[config.mk]
export PLATFORM = sky130hd
export DESIGN_NAME = feedback_queue_process_scheduler_unit
export DESIGN_NICKNAME = d
export VERILOG_FILES = /design/src/rtl/fqps_pkg.sv /design/src/rtl/feedback_queue_process_scheduler_unit.sv /design/src/rtl/fqps_ctrl.sv /design/src/rtl/fqps_dpath.sv
export VERILOG_INCLUDE_DIRS = /design/src /design/src/rtl
export SDC_FILE = /design/constraint.sdc
export NUM_CORES = 2
export LEC_CHECK = 0
export BUFFER_PORTS_ARGS = -buffer_cell sky130_fd_sc_hd__buf_2
export CAP_MARGIN = 30
export CELL_PAD_IN_SITES_DETAIL_PLACEMENT = 0
export CELL_PAD_IN_SITES_GLOBAL_PLACEMENT = 1
export CORE_ASPECT_RATIO = 1.75
export CORE_UTILIZATION = 45
export DETAILED_ROUTE_END_ITERATION = 10
export GPL_ROUTABILITY_DRIVEN = 0
export PLACE_DENSITY_LB_ADDON = 0.1
export SYNTH_ARGS = -nofsm -noshare
export SYNTH_HDL_FRONTEND = slang
export SYNTH_HIERARCHICAL = 1
export SYNTH_SLANG_ARGS = --single-unit
[constraint.sdc]
create_clock -name i_clk -period 13.6 [get_ports i_clk]
set_input_delay 0 -clock i_clk [delete_from_list [all_inputs] [get_ports i_clk]]
set_output_delay 0 -clock i_clk [all_outputs]
set_load 0.05 [all_outputs]
[src/rtl/feedback_queue_process_scheduler_unit_macros.svh]
// Assertion macros for the feedback queue process scheduler.
// Included by the top level only; depends on nothing else.
`ifndef FEEDBACK_QUEUE_PROCESS_SCHEDULER_UNIT_MACROS_SVH
`define FEEDBACK_QUEUE_PROCESS_SCHEDULER_UNIT_MACROS_SVH

// Same-cycle implication, checked outside reset.
`define FQPS_ASSERT_SAME(label, clk, rst_n, ante, cons) \
    label: assert property (@(posedge clk) disable iff (!rst_n) (ante) |-> (cons)) \
        else $error("fqps: same-cycle check failed");

// Next-cycle implication, checked outside reset.
`define FQPS_ASSERT_NEXT(label, clk, rst_n, ante, cons) \
    label: assert property (@(posedge clk) disable iff (!rst_n) (ante) |=> (cons)) \
        else $error("fqps: next-cycle check failed");

`endif

[src/rtl/fqps_pkg.sv]
// Shared types and constants for the feedback queue process scheduler.
// No dependencies.
`timescale 1ns / 1ps
`default_nettype none

package fqps_pkg;

    localparam int NUM_LEVELS   = 3;
    localparam int LOWEST_LEVEL = 2;
    localparam int PID_W        = 16;
    localparam int LVL_W        = 2;
    localparam int SLICE_W      = 4;
    localparam int CFG_IDX_W    = 2;
    localparam int CFG_DATA_W   = 4;

    localparam logic [CFG_IDX_W-1:0] CFG_POLICY_MODE  = 2'd0;
    localparam logic [CFG_IDX_W-1:0] CFG_LEVEL0_LIMIT = 2'd1;
    localparam logic [CFG_IDX_W-1:0] CFG_LEVEL1_LIMIT = 2'd2;
    localparam logic [CFG_IDX_W-1:0] CFG_LEVEL2_LIMIT = 2'd3;

    typedef enum logic [1:0] {
        CMD_ADD    = 2'd0,
        CMD_PICK   = 2'd1,
        CMD_REPORT = 2'd2
    } t_cmd;

    typedef enum logic [1:0] {
        ST_OK      = 2'd0,
        ST_FULL    = 2'd1,
        ST_EMPTY   = 2'd2,
        ST_NO_PICK = 2'd3
    } t_status;

    typedef enum logic {
        S_IDLE = 1'b0,
        S_EXEC = 1'b1
    } t_state;

    typedef struct packed {
        t_cmd               command;
        logic [PID_W-1:0]   process_id;
        logic               still_alive;
    } t_item;

    typedef struct packed {
        t_status            status;
        logic [PID_W-1:0]   chosen_id;
        logic [LVL_W-1:0]   chosen_level;
    } t_result;

    // Controller to datapath commands.
    typedef struct packed {
        logic issue;    // latch transaction, start front read
        logic commit;   // apply update, load result register
    } t_ctl;

endpackage

`default_nettype wire

[src/rtl/feedback_queue_process_scheduler_unit.sv]
// Top level of the feedback queue process scheduler: sequencer plus datapath.
// Depends on fqps_pkg, fqps_ctrl, fqps_dpath and the assertion macro header.
//
// Usage:
//   Input channel (i_valid / o_stall / i_item) carries one command per
//   transaction: add a pid to level 0, pick the next pid to run, or report
//   the end of the picked pid's quantum. Output channel (o_valid / i_stall /
//   o_result) returns exactly one result per command, in order.
//   Configuration (i_cfg_we / i_cfg_index / i_cfg_wdata) sets the policy mode
//   and the three slice limits; write only while the block is idle.
//   The command is latched, and its front read issued, on accept; the result
//   is loaded into the output register when the execute state commits. The
//   queue memory read data is used (and any requeue written) in the execute
//   state, and o_stall stays high there, so a new command is accepted only
//   after the previous one has committed.
//   A new command is accepted while a finished result waits; if the receiver
//   keeps stalling, that command waits in its execute cycle until the output
//   register frees, and o_stall stays high meanwhile.
//   Reset empties all levels, clears slice counts and any pending pick, and
//   restores feedback mode with limits 1, 2 and 4. Queue memory contents are
//   not cleared; no reset sweep is needed.
`timescale 1ns / 1ps
`default_nettype none
`include "feedback_queue_process_scheduler_unit_macros.svh"

module feedback_queue_process_scheduler_unit
    import fqps_pkg::*;
#(
    parameter int QUEUE_DEPTH = 64
) (
    input  wire logic                  i_clk,
    input  wire logic                  i_rst_n,
    input  wire logic                  i_valid,
    output logic                       o_stall,
    input  wire t_item                 i_item,
    output logic                       o_valid,
    input  wire logic                  i_stall,
    output t_result                    o_result,
    input  wire logic                  i_cfg_we,
    input  wire logic [CFG_IDX_W-1:0]  i_cfg_index,
    input  wire logic [CFG_DATA_W-1:0] i_cfg_wdata
);

    t_ctl ctl;

    fqps_ctrl u_ctrl (
        .i_clk   (i_clk),
        .i_rst_n (i_rst_n),
        .i_valid (i_valid),
        .o_stall (o_stall),
        .o_valid (o_valid),
        .i_stall (i_stall),
        .o_ctl   (ctl)
    );

    fqps_dpath #(
        .QUEUE_DEPTH (QUEUE_DEPTH)
    ) u_dpath (
        .i_clk       (i_clk),
        .i_rst_n     (i_rst_n),
        .i_ctl       (ctl),
        .i_item      (i_item),
        .i_cfg_we    (i_cfg_we),
        .i_cfg_index (i_cfg_index),
        .i_cfg_wdata (i_cfg_wdata),
        .o_result    (o_result)
    );

    `FQPS_ASSERT_NEXT(a_issue_then_busy, i_clk, i_rst_n, ctl.issue, o_stall)
    `FQPS_ASSERT_NEXT(a_commit_then_valid, i_clk, i_rst_n, ctl.commit, o_valid)
    `FQPS_ASSERT_SAME(a_commit_not_over_held, i_clk, i_rst_n, ctl.commit, !(o_valid && i_stall))
    `FQPS_ASSERT_SAME(a_issue_commit_excl, i_clk, i_rst_n, ctl.issue, !ctl.commit)

endmodule

`default_nettype wire

[src/rtl/fqps_ctrl.sv]
// Sequencer of the scheduler: accept, execute, and output valid tracking.
// Depends on fqps_pkg.
`timescale 1ns / 1ps
`default_nettype none

module fqps_ctrl
    import fqps_pkg::*;
(
    input  wire logic i_clk,
    input  wire logic i_rst_n,
    input  wire logic i_valid,
    output logic      o_stall,
    output logic      o_valid,
    input  wire logic i_stall,
    output t_ctl      o_ctl
);

    t_state r_state, n_state;
    logic   r_out_valid, n_out_valid;

    always_ff @(posedge i_clk) begin
        if (!i_rst_n) begin
            r_state     <= S_IDLE;
            r_out_valid <= 1'b0;
        end else begin
            r_state     <= n_state;
            r_out_valid <= n_out_valid;
        end
    end

    always_comb begin
        n_state      = r_state;
        o_ctl.issue  = 1'b0;
        o_ctl.commit = 1'b0;
        o_stall      = 1'b1;
        case (r_state)
            S_IDLE: begin
                o_stall = 1'b0;
                if (i_valid) begin
                    o_ctl.issue = 1'b1;
                    n_state     = S_EXEC;
                end
            end
            S_EXEC: begin
                // hold while the previous result is still stalled
                if (!r_out_valid || !i_stall) begin
                    o_ctl.commit = 1'b1;
                    n_state      = S_IDLE;
                end
            end
            default: n_state = S_IDLE;
        endcase
        n_out_valid = o_ctl.commit ? 1'b1 : (r_out_valid && i_stall);
    end

    assign o_valid = r_out_valid;

endmodule

`default_nettype wire

[src/rtl/fqps_dpath.sv]
// Datapath of the scheduler: queue memory, level heads and counts, slice
// counters, configuration registers and result register. Depends on fqps_pkg.
`timescale 1ns / 1ps
`default_nettype none

module fqps_dpath
    import fqps_pkg::*;
#(
    parameter int QUEUE_DEPTH = 64
) (
    input  wire logic                  i_clk,
    input  wire logic                  i_rst_n,
    input  wire t_ctl                  i_ctl,
    input  wire t_item                 i_item,
    input  wire logic                  i_cfg_we,
    input  wire logic [CFG_IDX_W-1:0]  i_cfg_index,
    input  wire logic [CFG_DATA_W-1:0] i_cfg_wdata,
    output t_result                    o_result
);

    localparam int HW        = $clog2(QUEUE_DEPTH);
    localparam int CW        = $clog2(QUEUE_DEPTH + 1);
    localparam int MEM_DEPTH = NUM_LEVELS * QUEUE_DEPTH;
    localparam int AW        = $clog2(MEM_DEPTH);
    localparam logic [AW-1:0] BASE1 = AW'(QUEUE_DEPTH);
    localparam logic [AW-1:0] BASE2 = AW'(2 * QUEUE_DEPTH);

    // configuration
    logic               r_mode;
    logic [SLICE_W-1:0] r_limit [NUM_LEVELS];

    // queue state
    logic [HW-1:0]      r_head    [NUM_LEVELS];
    logic [HW-1:0]      n_head    [NUM_LEVELS];
    logic [CW-1:0]      r_count   [NUM_LEVELS];
    logic [CW-1:0]      n_count   [NUM_LEVELS];
    logic [SLICE_W-1:0] r_slice   [NUM_LEVELS];
    logic [SLICE_W-1:0] n_slice   [NUM_LEVELS];
    logic [CW-1:0]      r_total, n_total;
    logic [LVL_W-1:0]   r_picked, n_picked;
    logic               r_pending, n_pending;

    // transaction and memory
    t_item              r_item;
    t_result            r_res, n_res;
    logic [PID_W-1:0]   r_mem [MEM_DEPTH];
    logic [PID_W-1:0]   r_rdata;

    logic               found;
    logic [LVL_W-1:0]   srch_lvl;
    logic [LVL_W-1:0]   rd_lvl;
    logic [AW-1:0]      rd_addr;
    logic               wr_en;
    logic [LVL_W-1:0]   wr_lvl;
    logic [PID_W-1:0]   wr_data;
    logic [AW-1:0]      wr_addr;
    logic [LVL_W-1:0]   dest;
    logic [SLICE_W-1:0] inc;
    logic [HW-1:0]      head_nxt;

    function automatic logic [AW-1:0] level_base(input logic [LVL_W-1:0] lvl);
        logic [AW-1:0] b;
        case (lvl)
            2'd1:    b = BASE1;
            2'd2:    b = BASE2;
            default: b = '0;
        endcase
        return b;
    endfunction

    function automatic logic [HW-1:0] tail_pos(input logic [HW-1:0] h,
                                               input logic [CW-1:0] c);
        logic [CW:0] s;
        s = (CW+1)'(h) + (CW+1)'(c);
        if (s >= (CW+1)'(QUEUE_DEPTH)) begin
            s = s - (CW+1)'(QUEUE_DEPTH);
        end
        return s[HW-1:0];
    endfunction

    always_ff @(posedge i_clk) begin
        if (!i_rst_n) begin
            r_mode     <= 1'b1;
            r_limit[0] <= SLICE_W'(1);
            r_limit[1] <= SLICE_W'(2);
            r_limit[2] <= SLICE_W'(4);
        end else if (i_cfg_we) begin
            case (i_cfg_index)
                CFG_POLICY_MODE:  r_mode     <= i_cfg_wdata[0];
                CFG_LEVEL0_LIMIT: r_limit[0] <= i_cfg_wdata;
                CFG_LEVEL1_LIMIT: r_limit[1] <= i_cfg_wdata;
                CFG_LEVEL2_LIMIT: r_limit[2] <= i_cfg_wdata;
                default: ;
            endcase
        end
    end

    // highest non-empty level; round robin looks at level 0 only
    always_comb begin
        found    = 1'b0;
        srch_lvl = '0;
        if (r_count[0] != '0) begin
            found = 1'b1;
        end else if (r_mode && r_count[1] != '0) begin
            found    = 1'b1;
            srch_lvl = 2'd1;
        end else if (r_mode && r_count[2] != '0) begin
            found    = 1'b1;
            srch_lvl = 2'd2;
        end
    end

    assign rd_lvl  = (i_item.command == CMD_PICK) ? srch_lvl : r_picked;
    assign rd_addr = level_base(rd_lvl) + AW'(r_head[rd_lvl]);

    always_comb begin
        for (int i = 0; i < NUM_LEVELS; i++) begin
            n_head[i]  = r_head[i];
            n_count[i] = r_count[i];
            n_slice[i] = r_slice[i];
        end
        n_total   = r_total;
        n_picked  = r_picked;
        n_pending = r_pending;
        n_res     = r_res;
        wr_en     = 1'b0;
        wr_lvl    = '0;
        wr_data   = r_item.process_id;
        dest      = (r_picked == LVL_W'(LOWEST_LEVEL)) ? r_picked : r_picked + 2'd1;
        inc       = r_slice[r_picked] + SLICE_W'(1);
        head_nxt  = (r_head[r_picked] == HW'(QUEUE_DEPTH - 1)) ? '0
                                                               : r_head[r_picked] + HW'(1);
        if (i_ctl.commit) begin
            n_res.status       = ST_OK;
            n_res.chosen_id    = '0;
            n_res.chosen_level = '0;
            case (r_item.command)
                CMD_ADD: begin
                    if (r_total >= CW'(QUEUE_DEPTH)) begin
                        n_res.status = ST_FULL;
                    end else begin
                        wr_en      = 1'b1;
                        wr_lvl     = '0;
                        wr_data    = r_item.process_id;
                        n_count[0] = r_count[0] + CW'(1);
                        n_total    = r_total + CW'(1);
                    end
                end
                CMD_PICK: begin
                    if (found) begin
                        n_res.chosen_id    = r_rdata;
                        n_res.chosen_level = srch_lvl;
                        n_picked           = srch_lvl;
                        n_pending          = 1'b1;
                    end else begin
                        n_res.status = ST_EMPTY;
                    end
                end
                CMD_REPORT: begin
                    if (!r_pending || r_count[r_picked] == '0) begin
                        n_res.status = ST_NO_PICK;
                    end else begin
                        n_pending = 1'b0;
                        if (!r_mode) begin
                            n_head[r_picked] = head_nxt;
                            if (r_item.still_alive) begin
                                // requeue at the back of the same level
                                wr_en   = 1'b1;
                                wr_lvl  = r_picked;
                                wr_data = r_rdata;
                            end else begin
                                n_count[r_picked] = r_count[r_picked] - CW'(1);
                                n_total           = r_total - CW'(1);
                            end
                        end else if (!r_item.still_alive) begin
                            n_slice[r_picked] = '0;
                            n_head[r_picked]  = head_nxt;
                            n_count[r_picked] = r_count[r_picked] - CW'(1);
                            n_total           = r_total - CW'(1);
                        end else if (inc >= r_limit[r_picked]) begin
                            // demote, or rotate within the lowest level
                            n_slice[r_picked] = '0;
                            n_head[r_picked]  = head_nxt;
                            n_count[r_picked] = r_count[r_picked] - CW'(1);
                            n_count[dest]     = n_count[dest] + CW'(1);
                            wr_en             = 1'b1;
                            wr_lvl            = dest;
                            wr_data           = r_rdata;
                        end else begin
                            n_slice[r_picked] = inc;
                        end
                    end
                end
                default: ;
            endcase
        end
    end

    // tail from pre-update values: a pop and push on one level lands there too
    assign wr_addr = level_base(wr_lvl) + AW'(tail_pos(r_head[wr_lvl], r_count[wr_lvl]));

    always_ff @(posedge i_clk) begin
        if (wr_en) begin
            r_mem[wr_addr] <= wr_data;
        end
        if (i_ctl.issue) begin
            r_rdata <= r_mem[rd_addr];
        end
    end

    always_ff @(posedge i_clk) begin
        if (i_ctl.issue) begin
            r_item <= i_item;
        end
        r_res <= n_res;
    end

    always_ff @(posedge i_clk) begin
        if (!i_rst_n) begin
            for (int i = 0; i < NUM_LEVELS; i++) begin
                r_head[i]  <= '0;
                r_count[i] <= '0;
                r_slice[i] <= '0;
            end
            r_total   <= '0;
            r_picked  <= '0;
            r_pending <= 1'b0;
        end else begin
            for (int i = 0; i < NUM_LEVELS; i++) begin
                r_head[i]  <= n_head[i];
                r_count[i] <= n_count[i];
                r_slice[i] <= n_slice[i];
            end
            r_total   <= n_total;
            r_picked  <= n_picked;
            r_pending <= n_pending;
        end
    end

    assign o_result = r_res;

endmodule

`default_nettype wire

[Yosys cells after proc, flatten, opt, wreduce, memory -nomap -nowiden]
Memories as Yosys holds them, arrays and structs flattened. A register that Yosys moved wholly into a read port is not among the register bits.
Cells that the tools add are included.
W data, S select, Z words.
Cells by class
  add/subtract/negate cells: 12
  multiplexer cells: 125
  bitwise gates (word level): 17
  eq/ne operators: 16
  magnitude comparators: 7
  reductions and logical operators: 23
Operators by type and width (number)
  $mux W21: 6
  $mux W16: 7
  $mux W18: 6
  $mux W7: 11
  $mux W12: 6
  $mux W2: 22
  $bwmux W21: 2
  $mux W1: 36
  $mux W6: 6
  $pmux W8 S2: 2
  $demux W7 S2: 2
  $mux W4: 7
  $pmux W7 S2: 2
  $add A7 B1 Y7 const B: 3
  $reduce_bool A7 Y1: 3
  $bwmux W18: 1
  $add A8 B6 Y8: 2
  $bmux W7 S2: 1
  $mux W14: 1
  $sub A7 B1 Y7 const B: 2
  $and A12 B12 Y12: 1
  $bwmux W12: 1
  $demux W6 S2: 1
  $eq A2 B2 Y1 const B: 6
  31 further kinds: 63
Word-level totals
  flip-flop bits (word level): 52
  RAM bits: 3135
  word-level logic and storage cells: 217
  memories kept: 5
  input bits: 30
  output and inout port bits: 22
Memories
  u_dpath.r_mem: words 192, bits a word 16, read ports 1, clocked after Yosys merged registers in 1, write ports 1, RTL line fqps_dpath.sv:46  | logic [PID_W-1:0] r_mem [MEM_DEPTH];
  u_dpath.r_count: words 3, bits a word 7, read ports 5, clocked after Yosys merged registers in 1, write ports 3, RTL line fqps_dpath.sv:35  | logic [CW-1:0] r_count [NUM_LEVELS];
  u_dpath.r_head: words 3, bits a word 6, read ports 6, clocked after Yosys merged registers in 1, write ports 3, RTL line fqps_dpath.sv:33  | logic [HW-1:0] r_head [NUM_LEVELS];
  u_dpath.r_limit: words 3, bits a word 4, read ports 1, clocked after Yosys merged registers in 1, write ports 3, RTL line fqps_dpath.sv:30  | logic [SLICE_W-1:0] r_limit [NUM_LEVELS];
  u_dpath.r_slice: words 3, bits a word 4, read ports 4, clocked after Yosys merged registers in 1, write ports 3, RTL line fqps_dpath.sv:37  | logic [SLICE_W-1:0] r_slice [NUM_LEVELS];

[Longest topological paths before layout]
  depth after elaboration: 18
  depth in mapped cells: 26

[Hierarchy]
The synthesis kept the hierarchy.
Modules (own cells, without submodules)
  fqps_dpath: cells an instance 8944, area an instance 130273.7 um^2, seq. area each 95541.6 um^2, instances 1
  fqps_ctrl: cells an instance 8, area an instance 78.8 um^2, seq. area each 40.0 um^2, instances 1

[Worst setup path after synthesis]
No wires, ideal clock.
  path type: flip-flop to flip-flop
  from: register with a tool-made name
  to: memory u_dpath.r_mem[128][0], enable pin
  arrival time: 6.327 ns
  clock period less this slack: 6.716 ns
  data required time: 13.212 ns
  slack: 6.884 ns
  cell stages (with the launch flop): 25
  library setup time: 0.388 ns
  path through: dfxtp_1 buf_2 buf_1 mux2i_1 o21ai_0 ha_1 nand2b_1 a21o_1 a21o_1 a21oi_1 o22ai_1 nand4_1 clkbuf_1 mux2i_1 a21oi_1 ha_1 fa_1 a21o_1 a21oi_1 xnor2_1 a211oi_1 and2_1 mux2i_1 buf_2 nor2_1
RTL lines (RTL line)
  to (decl): fqps_dpath.sv:46

==> flow_summary.json <==
{
  "outcome": "finished, final reports clean",
  "r2r_slack_ns": 5.33,
  "cts_made_buffers": 299,
  "fin_nets": 9179,
  "fin_cells": 13186,
  "io_buffer_count": 51,
  "ys_seq_area_share_pct": 73.33,
  "fp.dieW_um": 408.9,
  "powerDensity_mw_per_mm2": 134.5,
  "syn_avg_cell_area_um2": 14.56,
  "end_kind": "register",
  "path_max_fanout": 38,
  "grt_pass1_wl_mm": 680.0,
  "finClkSkew_ns": 0.04045,
  "first_pass_iters": 6,
  "htreeDepth": 5,
  "fin_crit_ns": 8.271,
  "yosys_warnings": 6,
  "crit_chain": "o21ai_0, ha_1, ha_1, a21o_1, a21o_1, a21oi_1, o22ai_1, nand4_1, mux2i_1, a21oi_1, ha_1, fa_1, a21o_1, a21oi_1, xnor2_1, buf_4, a211oi_1, and2_1, mux2i_4, buf_16, nor2_2",
  "cp_slowest_cell": "a211oi_1",
  "syn-instance-count": 8952,
  "tightest_slew_ns": 1.297,
  "grt_setup_unrepaired": "false",
  "cts_tree": "yes",
  "grt.total_usage_pct": 33.90,
  "crit_type": "register to register",
  "max_stage_delay_ns": 0.82,
  "initial_core_util_pct": 45.21,
  "setup-violations-final": 0,
  "num_vias": 83452,
  "setup_tns_ns": 0,
  "antenna_found_initial": 38,
  "finalMaxSlewViolations": 0,
  "r2r_cells": 21,
  "drtAntennaViolNets": 0,
  "critPathLaunchType": "register",
  "ios": 52,
  "max-vdd-ir-drop_mv": 0.1108,
  "rows": 261,
  "core_area_mm2": 0.2884,
  "async_flop_share_pct": 0,
  "first_global_vias": 80741,
  "final_util_pct": 50.72,
  "hold_viol_final": 0,
  "drc": 0,
  "clk_pin_slew_ns": 0.07,
  "dp.cells": 12567,
  "clock-sinks": 3205,
  "avgViaCountPerCell": 6.329,
  "die_area_mm2": 0.2919,
  "wirelength_mm": 503.4,
  "dp_hpwl_mm": 317.9,
  "period_share_pct": 60.82,
  "max_freq_ghz": 0.1209,
  "syn2layout_area_growth_pct": 12.21,
  "worstSkewPairLatency_ns": 0.90,
  "root_buffer": "clkbuf_16",
  "timing.rr.end": "u_dpath/r_mem[71][7]",
  "finalPower_mw": 19.67,
  "synth_flop_cell": "edfxtp_1",
  "syn_nets": 9012,
  "relSlewSlack_pct": 13.56,
  "drive_gt1_share_pct": 12.46,
  "cp_top_family": "compound AO/OA/AOI/OAI gates",
  "synth_area_mm2": 0.1304,
  "ys_ff_latch": 3205,
  "yosysTopAreaCellShare_pct": 72.31,
  "crit_required_ns": 14.10,
  "clk_path_buf_depth": 4,
  "hold_path_depth": 3,
  "synth_edf_count": 3139,
  "holdPathEnd": "u_dpath/r_limit[0][0]",
  "drt_iter0_drc": 10530,
  "crit_buf_inv": 2,
  "leakage_nw": 51.00,
  "min-delay-start": "i_cfg_wdata[0]",
  "fp.dieH_um": 714.0,
  "gr-total-overflow": 0,
  "drv_cap": 0,
  "routedWlPerCell_um": 38.17,
  "ys_types": 99,
  "arrival_ns": 8.77,
  "grt_max_degree": 133,
  "synthTopCellsByArea": "edfxtp_1 72%, nand2_1 5.1%, mux2i_1 4.5%",
  "hold_class": "input port to register",
  "yosys.area.top_type": "edfxtp_1"
}
## cell usage after synthesis, types with 16 or more instances
library cell and n:
o31ai_1 21, and2_1 40, a21oi_1 298, inv_1 17
buf_2 269, or3_1 16, nor3_1 117, buf_6 40
a32oi_1 19, a21boi_0 27, a2111oi_0 42, mux2_2 50
buf_1 54, o22ai_1 127, a221oi_1 34, and3_1 171
nor2_1 346, a31oi_1 104, o221ai_1 77, a311oi_1 107
nand4_1 40, nand3_1 379, nor2b_1 19, o32ai_1 17
mux4_2 91, edfxtp_1 3139, a21o_1 17, a22oi_1 24
o21ai_0 134, nand2b_1 19, nand2_1 1772, ha_1 28
nor4_1 54, mux2i_1 584, a211oi_1 101, clkbuf_1 139
dfxtp_1 66, buf_4 86, o211ai_1 35
## per-layer routing
| metal | part of all wire, % | wire length, µm | global-route usage [%] | vias to the layer above |
|---|---|---|---|---|
| li1 | - | - | - | 34566 |
| met1 | 34 | 172100 | 38.71 | 43350 |
| met2 | 49 | 244900 | 55.89 | 4344 |
| met3 | 7.1 | 35670 | 5.071 | 1188 |
| met4 | 10 | 50630 | 29.07 | 4 |
| met5 | 0.0062 | 31 | 0 | - |
## final cells by class
type | count | area (µm²)
antenna | 29 | 72.57
clock buffer | 372 | 8033
clock inverter | 154 | 1419
fill | 24354 | 142100
inverter | 18 | 67.56
multi-input combinational | 5134 | 32360
sequential | 3205 | 95580
tap | 3813 | 4771
timing repair buffer | 461 | 3963
## registers in the layout (all words and copies together), names as in the netlist, named ones only
register / count
u_dpath/r_mem: 3072
u_dpath/r_count: 21
u_dpath/o_result: 20
u_dpath/r_item: 19
u_dpath/r_head: 18
u_dpath/r_rdata: 16
u_dpath/r_limit: 12
u_dpath/r_slice: 12
u_dpath/r_total: 7
u_dpath/r_picked: 2
u_ctrl/o_valid: 1
u_ctrl/r_state: 1
u_dpath/r_mode: 1
u_dpath/r_pending: 1
## worst reg2reg max path: stages (launching register included)
cell and delay [ns]:
dfxtp_2 0.81, o21ai_0 0.37, ha_1 0.39, ha_1 0.28, a21o_1 0.16, a21o_1 0.18
a21oi_1 0.53, o22ai_1 0.18, nand4_1 0.67, mux2i_1 0.28, a21oi_1 0.18, ha_1 0.29
fa_1 0.51, a21o_1 0.19, a21oi_1 0.17, xnor2_1 0.09, buf_4 0.21, a211oi_1 0.83
and2_1 0.34, mux2i_4 0.21, buf_16 0.25, nor2_2 0.77
## kinds of logic after synthesis
family | count (synthesis) | synth area share, %
AND/OR/NAND/NOR | 3025 | 10.06
buffers and inverters | 613 | 2.566
multiplexers | 725 | 6.489
AO/OA/AOI/OAI | 1327 | 7.083
adder cells (fa/ha/maj) | 30 | 0.2995
flip-flops | 3205 | 73.33
XOR/XNOR | 27 | 0.1814
## worst max-delay path by stage
stage                         from                     to  slack [ns]  cells past startpoint
after global placement    register  u_dpath/r_mem[129][2]        5.30                     21
after CTS                 register   u_dpath/r_mem[71][7]        5.40                     21
after floorplan           register  u_dpath/r_mem[128][0]        6.88                     24
final                     register   u_dpath/r_mem[71][7]        5.33                     21
after detailed placement  register  u_dpath/r_mem[71][15]        5.44                     21
after global routing      register   u_dpath/r_mem[70][7]        5.03                     21
## metrics by stage
step	setup slack [ns]	hold slack, ns	area, µm²
4_1_cts	5.401	0.1691	146100
6_report	5.329	0.1313	146300
3_3_place_gp	5.299	0.1759	135700
2_1_floorplan	6.884	0.09887	130400
5_1_grt	5.029	0.1659	146200
3_5_place_dp	5.441	0.1783	136100
## power breakdown
| group | switching, mW | internal, mW | leakage, nW |
|---|---|---|---|
| combinational | 0.316 | 0.0541 | 17.6 |
| sequential | 0.0180 | 10.9 | 28.8 |
| clock | 3.74 | 4.69 | 4.63 |
| total | 4.07 | 15.6 | 51.0 |
## cells in the final DEF (no fill, tap or decap), types with 58 or more instances in the layout
cell | Yosys | layout
o21ai_0 | 134 | 133
o221ai_1 | 77 | 77
a21oi_1 | 298 | 297
buf_4 | 86 | 292
clkbuf_1 | 139 | 60
a31oi_1 | 104 | 104
nor2_2 | 3 | 130
and3_1 | 171 | 171
nand3_1 | 379 | 379
o22ai_1 | 127 | 127
clkbuf_16 | 0 | 312
nor2_1 | 346 | 211
dfxtp_1 | 66 | 65
edfxtp_1 | 3139 | 3139
mux4_2 | 91 | 91
clkinv_1 | 1 | 58
a211oi_1 | 101 | 98
nand2_1 | 1772 | 1765
nor3_1 | 117 | 117
buf_2 | 269 | 61
a311oi_1 | 107 | 107
mux2i_1 | 584 | 578
## timing repair
item,4_1_cts,5_1_grt
hold buffers,57,0
resized for setup,0,0
buffers inserted,0,0
hold endpoints to repair,164,0
Power figures use the tool's default switching activity.
